<file path="config.mk">
export PLATFORM = sky130hd
export DESIGN_NAME = snms_front
export DESIGN_NICKNAME = d
export VERILOG_FILES = /design/src/design/snms_pkg.sv /design/src/design/snms_front.sv
export SDC_FILE = /design/constraint.sdc
export NUM_CORES = 1
export LEC_CHECK = 0
export BUFFER_PORTS_ARGS = -buffer_cell sky130_fd_sc_hd__buf_2
export CORE_ASPECT_RATIO = 0.7
export CORE_MARGIN = 8
export CORE_UTILIZATION = 45
export DETAILED_ROUTE_END_ITERATION = 16
export GPL_TIMING_DRIVEN = 0
export PLACE_DENSITY = 0.72
export SLEW_MARGIN = 20
export SYNTH_ARGS = -nofsm -noshare
export SYNTH_HDL_FRONTEND = slang
export SYNTH_SLANG_ARGS = --single-unit
export TNS_END_PERCENT = 20
</file>
<file path="constraint.sdc">
create_clock -name clk -period 28.9 [get_ports clk]
set_input_delay 8.67 -clock clk [delete_from_list [all_inputs] [get_ports clk]]
set_output_delay 8.67 -clock clk [all_outputs]
set_load 0.01 [all_outputs]
</file>
<file path="src/design/snms_pkg.sv">
// ----------------------------------------------------------------------------
// snms_pkg
// Shared types, constants and exp tables of the soft NMS block.
// ----------------------------------------------------------------------------
package snms_pkg;

    localparam int MAX_BOXES   = 64;
    localparam int ADDR_W      = 5;
    localparam int DATA_W      = 32;
    localparam int FQ_DEPTH    = 4;
    localparam int FQ_AW       = 2;
    localparam int OQ_DEPTH    = 2;
    localparam int DIV_DVD_W   = 48;
    localparam int DIV_DVS_W   = 33;
    localparam int DIV_CNT_W   = 6;
    localparam int EXP_INT_MAX = 12;

    localparam logic [15:0] RST_OVERLAP = 16'd19661;
    localparam logic [1:0]  RST_MODE    = 2'd2;
    localparam logic [15:0] RST_SIGMA   = 16'd2048;
    localparam logic [15:0] RST_FLOOR   = 16'd66;
    localparam logic [6:0]  RST_KEEP    = 7'd64;

    localparam logic [2:0] REG_OVERLAP = 3'd0;
    localparam logic [2:0] REG_MODE    = 3'd1;
    localparam logic [2:0] REG_SIGMA   = 3'd2;
    localparam logic [2:0] REG_FLOOR   = 3'd3;
    localparam logic [2:0] REG_KEEP    = 3'd4;

    localparam logic [1:0] MODE_HARD   = 2'd0;
    localparam logic [1:0] MODE_LINEAR = 2'd1;
    localparam logic [1:0] MODE_GAUSS  = 2'd2;

    typedef struct packed {
        logic [15:0] left;
        logic [15:0] top;
        logic [15:0] right;
        logic [15:0] bottom;
        logic [15:0] confidence;
        logic [7:0]  class_id;
        logic        final_box;
    } box_t;

    typedef struct packed {
        logic [15:0] out_left;
        logic [15:0] out_top;
        logic [15:0] out_right;
        logic [15:0] out_bottom;
        logic [15:0] out_confidence;
        logic [7:0]  out_class;
        logic [5:0]  origin_index;
        logic        run_end;
    } result_t;

    typedef struct packed {
        box_t        box;
        logic [31:0] area;
    } load_t;

    typedef struct packed {
        logic [15:0] left;
        logic [15:0] top;
        logic [15:0] right;
        logic [15:0] bottom;
        logic [15:0] score;
        logic [7:0]  label;
        logic [31:0] area;
        logic [5:0]  index;
    } entry_t;

    typedef struct packed {
        logic [15:0] overlap_threshold;
        logic [1:0]  suppress_mode;
        logic [15:0] gauss_sigma;
        logic [15:0] score_floor;
        logic [6:0]  keep_limit;
    } cfg_t;

    typedef enum logic [4:0] {
        ST_IDLE, ST_SEL, ST_SCAN, ST_SWAP_A, ST_SWAP_B, ST_NEXT, ST_RD, ST_LOAD,
        ST_OVL, ST_INTER, ST_UNION, ST_IOU_DIV, ST_APPLY, ST_LIN, ST_G_SQ,
        ST_G_DIV, ST_G_FRAC, ST_G_EXP, ST_G_SCALE, ST_G_DONE, ST_FLOOR,
        ST_MOVE_RD, ST_MOVE_LD, ST_OUT_RD, ST_OUT_WR
    } nms_state_t;

    // exp(-k/16) in Q16
    function automatic logic [16:0] exp_frac(input logic [4:0] k);
        logic [16:0] v;
        case (k)
            5'd0:    v = 17'd65536;
            5'd1:    v = 17'd61565;
            5'd2:    v = 17'd57835;
            5'd3:    v = 17'd54331;
            5'd4:    v = 17'd51039;
            5'd5:    v = 17'd47947;
            5'd6:    v = 17'd45042;
            5'd7:    v = 17'd42313;
            5'd8:    v = 17'd39750;
            5'd9:    v = 17'd37341;
            5'd10:   v = 17'd35079;
            5'd11:   v = 17'd32954;
            5'd12:   v = 17'd30957;
            5'd13:   v = 17'd29081;
            5'd14:   v = 17'd27319;
            5'd15:   v = 17'd25664;
            5'd16:   v = 17'd24109;
            default: v = 17'd0;
        endcase
        return v;
    endfunction

    // exp(-n) in Q16
    function automatic logic [16:0] exp_int(input logic [3:0] n);
        logic [16:0] v;
        case (n)
            4'd0:    v = 17'd65536;
            4'd1:    v = 17'd24109;
            4'd2:    v = 17'd8869;
            4'd3:    v = 17'd3263;
            4'd4:    v = 17'd1200;
            4'd5:    v = 17'd442;
            4'd6:    v = 17'd162;
            4'd7:    v = 17'd60;
            4'd8:    v = 17'd22;
            4'd9:    v = 17'd8;
            4'd10:   v = 17'd3;
            4'd11:   v = 17'd1;
            default: v = 17'd0;
        endcase
        return v;
    endfunction

endpackage

</file>
<file path="src/design/snms_front.sv">
// ----------------------------------------------------------------------------
// snms_front
// Input side: takes boxes, computes the clamped area, queues them for the engine.
// ----------------------------------------------------------------------------
module snms_front (
    input  logic                 clk,
    input  logic                 rst_n,
    input  logic                 push,
    output logic                 full,
    input  snms_pkg::box_t       box,
    output logic                 ld_valid,
    input  logic                 ld_pop,
    output snms_pkg::load_t      ld
);

    snms_pkg::load_t                 q_reg [snms_pkg::FQ_DEPTH];
    logic [snms_pkg::FQ_AW-1:0]      wp_reg, wp_next;
    logic [snms_pkg::FQ_AW-1:0]      rp_reg, rp_next;
    logic [snms_pkg::FQ_AW:0]        cnt_reg, cnt_next;
    logic                            acc;
    logic                            take;
    logic [15:0]                     w;
    logic [15:0]                     h;

    assign full     = (cnt_reg == (snms_pkg::FQ_AW + 1)'(snms_pkg::FQ_DEPTH));
    assign ld_valid = (cnt_reg != '0);
    assign acc      = push && !full;
    assign take     = ld_pop && ld_valid;
    assign ld       = q_reg[rp_reg];

    assign w = (box.right > box.left) ? (box.right - box.left) : 16'd0;
    assign h = (box.bottom > box.top) ? (box.bottom - box.top) : 16'd0;

    always_comb
    begin
        wp_next  = wp_reg + (snms_pkg::FQ_AW)'(acc);
        rp_next  = rp_reg + (snms_pkg::FQ_AW)'(take);
        cnt_next = cnt_reg + (snms_pkg::FQ_AW + 1)'(acc) - (snms_pkg::FQ_AW + 1)'(take);
    end

    always_ff @(posedge clk or negedge rst_n)
    begin
        if (!rst_n)
        begin
            wp_reg  <= '0;
            rp_reg  <= '0;
            cnt_reg <= '0;
        end
        else
        begin
            wp_reg  <= wp_next;
            rp_reg  <= rp_next;
            cnt_reg <= cnt_next;
        end
    end

    always_ff @(posedge clk)
    begin
        if (acc)
        begin
            q_reg[wp_reg].box  <= box;
            q_reg[wp_reg].area <= w * h;
        end
    end

endmodule

</file>
==> results of run 1 <==
## layer usage
layer | share of wire (%) | track usage, % | vias to the layer above | wire length [µm]
met3 | 8.7 | 5.48 | 73 | 6220
met4 | 1.5 | 3.79 | 0 | 1060
met5 | 0 | 0 | - | 0
met1 | 43 | 28.5 | 8822 | 30700
met2 | 47 | 31.4 | 620 | 33100
li1 | - | - | 7496 | -
## critical path, delay by kind of cell
kind                       cells  cell delay, ns
xor gates and xnor gates       1            0.15
adders and majority gates      8            3.66
and+or+nand+nor                6            1.57
buffers and inverters          7            0.89
AOI/OAI and AO/OA              8            2.19
## through the flow
step	hold WS [ns]	power (W)
after detailed placement	0.497	0.00226
after global placement	0.499	0.00225
after CTS	0.536	0.00283
final	0.535	0.00279
after floorplan	0.477	0.00183
after global routing	0.548	0.00295
## placed cells by master (no fill, tap or decap), drive strengths merged, types with 18 or more instances in the layout
master  instances
a21oi          56
ha            140
buf           286
a21o           24
o21ai          23
nor2          132
xnor2          38
and3           21
nand2         156
nor3           29
fa            197
nand3          37
mux4          121
edfxtp        484
clkinv         18
xor2           23
inv           269
and2           23
clkbuf         92
## synth_stat cells, types with 4 or more instances
master / number / area [µm²]
buf_2: 11 / 55.1
and3_1: 21 / 131
a21boi_0: 5 / 37.5
nand3_1: 37 / 185
o211ai_1: 4 / 30.0
a211o_1: 4 / 35.0
nor2b_1: 8 / 50.1
xnor2_1: 37 / 324
dfrtp_1: 7 / 175
buf_1: 21 / 78.8
nand2b_1: 7 / 43.8
o21ai_0: 21 / 105
nand4_1: 4 / 25.0
nand2_1: 156 / 586
o21a_1: 10 / 75.1
xor2_1: 22 / 193
nor2_1: 132 / 495
nor3_1: 28 / 140
a21oi_1: 56 / 280
a31oi_1: 5 / 31.3
clkbuf_1: 33 / 124
o31ai_1: 6 / 45.0
a21o_1: 24 / 180
o31a_1: 4 / 35.0
ha_1: 140 / 1750
a41o_1: 4 / 40.0
inv_1: 267 / 1000
or3_1: 7 / 43.8
mux4_2: 121 / 2730
fa_1: 197 / 3940
and2_1: 23 / 144
edfxtp_1: 484 / 14500
## cell type report
| class | count | area [µm²] |
|---|---|---|
| fill | 5120 | 29500 |
| clock inverter | 20 | 143 |
| timing repair buffer | 254 | 1480 |
| inverter | 267 | 1000 |
| clock buffer | 59 | 1240 |
| multi-input combinational | 1115 | 12000 |
| tap | 819 | 1020 |
| antenna | 5 | 12.5 |
| sequential | 491 | 14700 |
| buffer | 65 | 258 |
## cells by family (layout without fill, tap and decap cells)
group,Yosys count,after routing
AO/OA/AOI/OAI,159,159
XOR/XNOR,61,61
adder cells (fa/ha/maj),337,337
buffers and inverters,332,665
flip-flops,491,491
multiplexers,122,122
other,0,5
AND/OR/NAND/NOR,436,436
## where the power goes
group	total (W)	switching (W)	internal, W
sequential	0.00104	0.0000356	0.00100
clock	0.000565	0.000259	0.000305
combinational	0.00119	0.000710	0.000478
## worst max path at each step
stage                     startpoint            to  depth (start not counted)
after floorplan                 push   q_reg[1][0]                          2
after global placement          push  q_reg[1][39]                          3
after detailed placement     box[25]  q_reg[0][29]                         31
after CTS                    box[68]  q_reg[0][29]                         31
after global routing         box[68]  q_reg[0][18]                         30
final                        box[68]  q_reg[3][18]                         30
==> flow_metrics.py, run 1 <==
metrics = {
    "cts": {
        "clk_pin_slew_ns": 0.06,
        "clock-sinks": 491,
        "cts_buffers": 47,
        "cts_tree": "built",
        "h-tree-depth": 2,
        "cts_max_path_buffers": 3,
        "postCtsHoldBufs": 0,
        "root_buffer": "clkbuf_16",
        "cts_resized": 0,
        "cts_setup_buffers": 0,
        "clk_latency_ns": 0.60,
    },
    "floorplan": {
        "dieArea_mm2": 0.0704,
        "rows": 76,
        "initial_utilization_pct": 45.5,
        "die_w_um": 314,
        "core_mm2": 0.0614,
        "ios": 216,
        "fp.dieH_um": 224,
    },
    "timing": {
        "final.min_clock_period_ns": 16.84,
        "skew_ns": 0.0217,
        "finalCritPeriodShare_pct": 58.3,
        "drv_slew": 0,
        "fmax_ghz": 0.0594,
        "slew-limit-headroom_pct": 27.5,
        "tns_ns": 0,
        "hold_viol": 0,
        "fin_ws_ns": 12.06,
        "setup_viol": 0,
        "worst_pin_slew_ns": 1.08,
        "rsz0062_at_grt": "no",
    },
    "worst_setup_path": {
        "rr_worst_depth": 11,
        "r2r-start": "cnt_reg[2]",
        "rrSetupSlack_ns": 25.64,
        "critPathKind": "primary input to flip-flop",
        "path_max_fanout": 10,
        "cpMaxStageDelayCell": "nor2_1",
        "cp_common_cell": "fa_1",
        "slowest_delay_ns": 0.67,
        "end_kind": "flip-flop",
        "arrival_ns": 17.15,
        "worst_setup_path_start_kind": "primary input",
        "r2r_end": "q_reg[0][38]",
        "crit_required_ns": 29.21,
    },
    "yosys": {
        "yosysWarnings": 0,
        "synth_edf_count": 484,
        "synth_xor_area_share_pct": 1.97,
        "avgSynthCellArea_um2": 14.4,
        "synth-simple-area-share_pct": 6.95,
        "synthCells": 1938,
        "synth-main-ff-cell": "edfxtp_1",
        "yosysSeqAreaShare_pct": 52.6,
        "synth_compound_area_share_pct": 3.76,
        "synth-seq-cells": 491,
        "async_flop_share_pct": 1.43,
        "syn_nets": 2368,
        "synthAdderAreaFrac_pct": 20.4,
        "muxShareOfSynthArea_pct": 9.79,
        "syn_area_mm2": 0.0279,
        "yosysUniqueCellTypes": 54,
        "synth_top_family_by_area": "adder cells",
    },
    "placement": {
        "place_inst": 3011,
        "dpl.hpwl_um": 55400,
        "dpl_worst_slack_ns": 11.50,
        "portBuffers": 215,
        "place_area_mm2": 0.0305,
        "place.gp.congestion": 0.954,
    },
    "drt": {
        "num_vias": 17000,
        "via_per_inst": 5.50,
        "drc": 0,
        "drtIter0Drc": 1643,
        "wl_um": 71000,
        "detail-route-antenna-nets": 0,
        "drt_pre_antenna_iters": 6,
        "wire_per_inst_um": 23.0,
    },
    "pwr": {
        "total_leakage_power_nw": 12.9,
        "cellPowerDensity_mw_per_mm2": 87.5,
        "ir_worst_vdd_mv": 0.0620,
    },
    "finish": {
        "largest_reg_flops": 484,
        "syn_to_final_growth_pct": 14.2,
        "fin_util_pct": 52.0,
        "final_cell_count_no_fill": 3095,
        "fin_nets": 2671,
        "final_layout_size_suffix_gt1_share_pct": 20.5,
        "design_area_mm2": 0.0319,
    },
    "global_routing": {
        "grt_max_degree": 47,
        "grt_use_total_pct": 20.1,
        "grt_overflow": 0,
        "grt_pass1_wl_um": 109000,
        "antenna_found_initial": 1,
        "grt_pass1_vias": 18000,
    },
    "worst_hold_path": {
        "hold_depth": 1,
        "worst_hold_path.endpoint": "rp_reg[0]",
        "hold_path.class": "flip-flop to flip-flop",
        "hold_start": "rp_reg[0]",
    },
    "job": {
        "maxCapViolations": 0,
    },
    "status": {
        "status": "complete, no violations",
    },
}
Note: power is estimated with default switching activity, not from simulation.
==> run 2: changes to the inputs <==
- ABC_AREA: default -> 1
- PLACE_DENSITY: 0.72 -> 0.74
- clock period: 28.9 -> 15.4 ns (I/O delays scaled with it)
==> run 2 against run 1 <==
Against the previous run: critical path type unchanged; clock power rose by 110%; worst hold slack got worse by 0.025 ns; cell count rose by 32%; register-to-register slack got worse by 14 ns; routed wire length rose by 9.5%; combinational power rose by 130%.
==> flow_metrics.py, run 2 <==
metrics = {
    "yosys": {
        "synth_area_leaders": "edfxtp_1 (49%), fa_1 (13%), ha_1 (6.0%), nand2_1 (5.9%), nor2_1 (5.4%)",
        "synthTopCellsByCount": "edfxtp_1 (484), nand2_1 (465), nor2_1 (425)",
        "yosys.area.top_type": "edfxtp_1",
        "synth_most_common_cell": "edfxtp_1",
        "async_flop_share_pct": 1.43,
        "avgSynthCellArea_um2": 10.3,
        "synth_edf_count": 484,
        "synth-seq-cells": 491,
        "yosysTopAreaCellShare_pct": 49.5,
        "yosysSeqAreaShare_pct": 50.1,
        "yosysUniqueCellTypes": 38,
        "syn_nets": 3282,
        "yosysWarnings": 0,
        "synthCells": 2852,
        "synth-main-ff-cell": "edfxtp_1",
        "syn_area_mm2": 0.0294,
    },
    "job": {
        "maxCapViolations": 0,
    },
    "finish": {
        "fin_nets": 3609,
        "final_layout_size_suffix_gt1_share_pct": 13.8,
        "largest_reg_flops": 484,
        "final_cell_mix": "edfxtp_1 (484), nand2_1 (465), nor2_1 (425)",
        "final_cell_count_no_fill": 4098,
        "syn_to_final_growth_pct": 14.6,
        "layout_commonest_cell": "edfxtp_1",
        "nFillCells": 5672,
        "fin_util_pct": 52.0,
    },
    "worst_hold_path": {
        "hold_depth": 1,
        "worst_hold_path.endpoint": "rp_reg[0]",
        "hold_start": "rp_reg[0]",
        "hold_path.class": "flip-flop to flip-flop",
    },
    "worst_setup_path": {
        "r2r-start": "cnt_reg[1]",
        "arrival_ns": 11.95,
        "critPathKind": "primary input to flip-flop",
        "rr_worst_depth": 13,
        "cp_common_cell": "nand2_1",
        "cpMaxStageDelayCell": "fa_1",
        "r2r_end": "q_reg[0][66]",
        "rrSetupSlack_ns": 11.89,
        "path_max_fanout": 10,
        "slowest_delay_ns": 0.55,
        "worst_setup_path_start_kind": "primary input",
        "crit_required_ns": 15.68,
        "end_kind": "flip-flop",
    },
    "drt": {
        "drt_pre_antenna_iters": 6,
        "drtIter0Drc": 2262,
        "via_per_inst": 5.29,
        "detail-route-antenna-nets": 0,
        "wire_per_inst_um": 19.0,
        "wl_um": 77800,
        "drc": 0,
        "num_vias": 21700,
    },
    "floorplan": {
        "ios": 216,
        "die_w_um": 321,
        "core_mm2": 0.0647,
        "fp.dieH_um": 230,
        "rows": 78,
        "initial_utilization_pct": 45.4,
        "dieArea_mm2": 0.0739,
    },
    "timing": {
        "finalCritPeriodShare_pct": 75.8,
        "setup_viol": 0,
        "drv_slew": 0,
        "slew-limit-headroom_pct": 38.0,
        "fin_ws_ns": 3.73,
        "hold_viol": 0,
        "worst_pin_slew_ns": 0.925,
        "fmax_ghz": 0.0857,
        "skew_ns": 0.0578,
        "rsz0062_at_grt": "no",
        "final.min_clock_period_ns": 11.67,
    },
    "cts": {
        "cts_max_path_buffers": 3,
        "root_buffer": "clkbuf_16",
        "postCtsHoldBufs": 0,
        "clk_latency_ns": 0.61,
        "h-tree-depth": 2,
        "cts_tree": "built",
        "cts_buffers": 47,
        "clock-sinks": 491,
        "cts_setup_buffers": 0,
        "clk_pin_slew_ns": 0.06,
        "cts_resized": 0,
    },
    "global_routing": {
        "grt_pass1_wl_um": 123000,
        "grt_use_total_pct": 21.0,
        "grt_max_degree": 15,
        "grt_pass1_vias": 21800,
        "antenna_found_initial": 4,
        "grt_overflow": 0,
    },
    "pwr": {
        "total_power_w": 0.00586,
        "cellPowerDensity_mw_per_mm2": 174,
        "ir_worst_vdd_mv": 0.0924,
        "total_leakage_power_nw": 14.4,
    },
    "status": {
        "status": "complete, no violations",
    },
    "placement": {
        "place.gp.congestion": 0.978,
        "place_inst": 4010,
        "portBuffers": 215,
        "dpl.hpwl_um": 60000,
        "dpl_worst_slack_ns": 3.22,
    },
}
[run 2: cell count changes after synthesis, sizes merged, moves of 23 or more]
cell and change:
a21o -24, clkbuf +42, inv +161, mux4 -121, nand2 +315, nand3 +26, nor2 +327, nor3 -23
o21ai +232, o22ai +121, xnor2 -30
[run 2: cells by family after synthesis]
logic type,after synthesis,synth area share (%)
buf+inv,528,7.07
fa+ha+maj,337,19.4
flops,491,50.1
simple gates,1037,14.6
compound gates,431,8.00
xor+xnor,28,0.835
[run 2: worst max path at each step]
stage,start,end,slack [ns]
3_3_place_gp,push,q_reg[3][66],-4.77
5_1_grt,box[25],q_reg[2][31],3.41
2_1_floorplan,push,q_reg[0][0],1.71
6_report,box[25],q_reg[2][31],3.73
3_5_place_dp,box[25],q_reg[2][31],3.22
4_1_cts,box[25],q_reg[2][31],3.86
[run 2: layer usage]
| layer | vias to the layer above | wire length (µm) | global-route usage (%) |
|---|---|---|---|
| li1 | 10100 | - | - |
| met1 | 10400 | 32500 | 29.3 |
| met2 | 1059 | 35400 | 33.4 |
| met3 | 142 | 8030 | 4.31 |
| met4 | 2 | 1880 | 5.66 |
| met5 | - | 7 | 0 |
[run 2: worst max-delay path, delay by kind of cell]
kind                       cells  cell delay, ns
AOI/OAI and AO/OA              2            0.40
adders and majority gates      9            4.01
buffers and inverters          9            1.00
and+or+nand+nor               14            1.92
[run 2: final cells by class]
type / count / area (µm²) / area share (%)
Buffer: 98 / 463 / 1.37
Clock buffer: 56 / 1210 / 3.59
Antenna cell: 2 / 5.00 / 0.0149
Timing Repair Buffer: 278 / 1610 / 4.79
Sequential cell: 491 / 14700 / 43.7
Inverter: 430 / 1610 / 4.79
Multi-Input combinational cell: 1833 / 12600 / 37.5
Tap cell: 880 / 1100 / 3.27
Clock inverter: 30 / 339 / 1.01
[run 2: report_power, final]
group | leakage (nW) | internal [W] | switching [W] | total, W
clock | 0.751 | 0.000665 | 0.000499 | 0.00116
sequential | 4.54 | 0.00191 | 0.0000666 | 0.00197
combinational | 9.09 | 0.000870 | 0.00186 | 0.00273
total | 14.4 | 0.00344 | 0.00242 | 0.00586
[run 2: per-stage QoR]
step | area (µm²) | TNS (ns) | hold slack (ns)
floorplan | 29400 | 0 | 0.473
global placement | 31600 | -2186.80 | 0.482
detailed placement | 32100 | 0 | 0.488
CTS | 33700 | 0 | 0.510
global route | 33700 | 0 | 0.549
finish | 33700 | 0 | 0.510
==> run 3: changes to the inputs <==
- PLACE_DENSITY: 0.74 -> 0.71
- clock period: 15.4 -> 11.15 ns (I/O delays scaled with it)
==> run 3 against run 2 <==
Against the previous run: clock skew increased by 0.0018 ns; die area unchanged; global-route usage grew 0.12 points; highest routed layer is now met4.
==> flow_metrics.py, run 3 (same netlist as run 2, synthesis figures left out) <==
metrics = {
    "finish": {
        "final_layout_size_suffix_gt1_share_pct": 14.0,
        "design_area_mm2": 0.0336,
        "multi_input_area_mm2": 0.0126,
        "syn_to_final_growth_pct": 14.4,
        "seq_area_mm2": 0.0147,
        "largest_reg_flops": 484,
        "layout_commonest_cell": "edfxtp_1",
        "final_cell_mix": "edfxtp_1 (484), nand2_1 (465), nor2_1 (425)",
        "fin_nets": 3610,
        "nFillCells": 5735,
    },
    "timing": {
        "final.min_clock_period_ns": 10.43,
        "drv_slew": 0,
        "fmax_ghz": 0.0959,
        "setup_viol": 0,
        "worst_pin_slew_ns": 1.13,
        "rsz0062_at_grt": "no",
        "slew-limit-headroom_pct": 24.8,
        "finalCritPeriodShare_pct": 93.5,
        "fin_ws_ns": 0.721,
        "skew_ns": 0.0596,
        "hold_viol": 0,
    },
    "pwr": {
        "switching_share_pct": 41.5,
        "switchingPower_w": 0.00334,
        "ir_worst_vdd_mv": 0.132,
        "total_power_w": 0.00804,
        "clockPowerShare_pct": 19.4,
        "cellPowerDensity_mw_per_mm2": 239,
        "p_seq_share_pct": 33.9,
        "combPwrFrac_pct": 46.7,
        "total_leakage_power_nw": 14.4,
        "p_int_w": 0.00471,
    },
    "job": {
        "maxCapViolations": 0,
    },
    "cts": {
        "cts_setup_buffers": 0,
        "cts_tree": "built",
        "cts_max_path_buffers": 3,
        "postCtsHoldBufs": 0,
        "root_buffer": "clkbuf_16",
        "h-tree-depth": 2,
        "cts_buffers": 47,
        "clk_latency_ns": 0.61,
        "clock-sinks": 491,
        "clk_pin_slew_ns": 0.06,
        "cts_resized": 0,
    },
    "placement": {
        "dpl.hpwl_um": 60200,
        "place.gp.congestion": 0.965,
        "dpl_worst_slack_ns": 0.245,
        "place_area_mm2": 0.0321,
        "portBuffers": 215,
    },
    "worst_setup_path": {
        "cpLargestDelayFamily": "adder cells",
        "slowest_delay_ns": 0.54,
        "cpMaxStageDelayCell": "fa_1",
        "r2r-start": "cnt_reg[1]",
        "rr_worst_depth": 11,
        "crit_required_ns": 11.41,
        "r2r_end": "q_reg[3][62]",
        "worst_setup_path_start_kind": "primary input",
        "end_kind": "flip-flop",
        "path_max_fanout": 10,
        "cp_common_cell": "nand2_1",
        "rrSetupSlack_ns": 7.81,
        "critPathBufInv": 9,
        "arrival_ns": 10.69,
        "critPathKind": "primary input to flip-flop",
    },
    "global_routing": {
        "antenna_found_initial": 2,
        "grt_pass1_wl_um": 123000,
        "grt_use_total_pct": 21.1,
        "grt_overflow": 0,
        "grt_pass1_vias": 21600,
        "grt_max_degree": 15,
    },
    "worst_hold_path": {
        "hold_start": "rp_reg[0]",
        "hold_path.class": "flip-flop to flip-flop",
        "worst_hold_path.endpoint": "rp_reg[0]",
        "hold_depth": 1,
    },
    "drt": {
        "detail-route-antenna-nets": 0,
        "num_vias": 21600,
        "via_per_inst": 5.28,
        "wire_per_inst_um": 19.1,
        "drt_pre_antenna_iters": 5,
        "drc": 0,
        "drtIter0Drc": 2308,
        "wl_um": 78500,
    },
    "floorplan": {
        "dieArea_mm2": 0.0739,
        "fp.dieH_um": 230,
        "initial_utilization_pct": 45.4,
        "ios": 216,
        "die_w_um": 321,
        "core_mm2": 0.0647,
        "rows": 78,
    },
    "status": {
        "status": "complete, no violations",
    },
}
run 3: power by group through the flow:
stage	Sequential [W]	Combinational [W]	Clock [W]
finish	0.00273	0.00376	0.00156
global route	0.00276	0.00417	0.00165
CTS	0.00273	0.00377	0.00158
detailed placement	0.00276	0.00374	0
global placement	0.00296	0.00359	0
floorplan	0.00286	0.00224	0
run 3: final cells by class:
class | count | area share [%]
Antenna cell | 4 | 0.0298
Buffer | 98 | 1.38
Clock buffer | 56 | 3.60
Clock inverter | 29 | 0.868
Inverter | 430 | 4.80
Multi-Input combinational cell | 1833 | 37.5
Sequential cell | 491 | 43.8
Tap cell | 880 | 3.28
Timing Repair Buffer | 279 | 4.73
run 3: through the flow:
step                      hold WS [ns]  setup TNS (ns)  utilization [%]  std cells
after floorplan                  0.473         -610.43                -       2852
after global placement           0.486        -3644.57             48.8       3947
after detailed placement         0.494               0             49.6       4011
after CTS                        0.512               0             51.9       4096
after global routing             0.546               0             51.9       4096
final                            0.505               0             51.9       4100
run 3: worst register-to-register path, delay by kind of cell (launching register included):
| family | cells | cell delay [ns] |
|---|---|---|
| DFF | 1 | 0.42 |
| AOI/OAI and AO/OA | 1 | 0.20 |
| and+or+nand+nor | 2 | 0.78 |
| buffers and inverters | 8 | 1.64 |
run 3: metal layers:
metal  track usage (%)  routed length, µm  vias up
li1                  -                  -    10100
met1              29.9              33800    10500
met2              33.6              35600      981
met3              4.35               7750      103
met4              4.48               1360        0
met5                 0                  0        -
run 3: how the worst max path moves through the flow:
stage                       start  depth (start not counted)           end  slack, ns
final                     box[25]                         34  q_reg[3][31]       0.72
after global routing      box[25]                         34  q_reg[3][31]       0.32
after floorplan              push                          2   q_reg[0][0]      -1.26
after detailed placement  box[25]                         34  q_reg[1][31]       0.25
after CTS                 box[25]                         34  q_reg[0][31]       0.88
after global placement       push                          3  q_reg[3][66]      -7.86
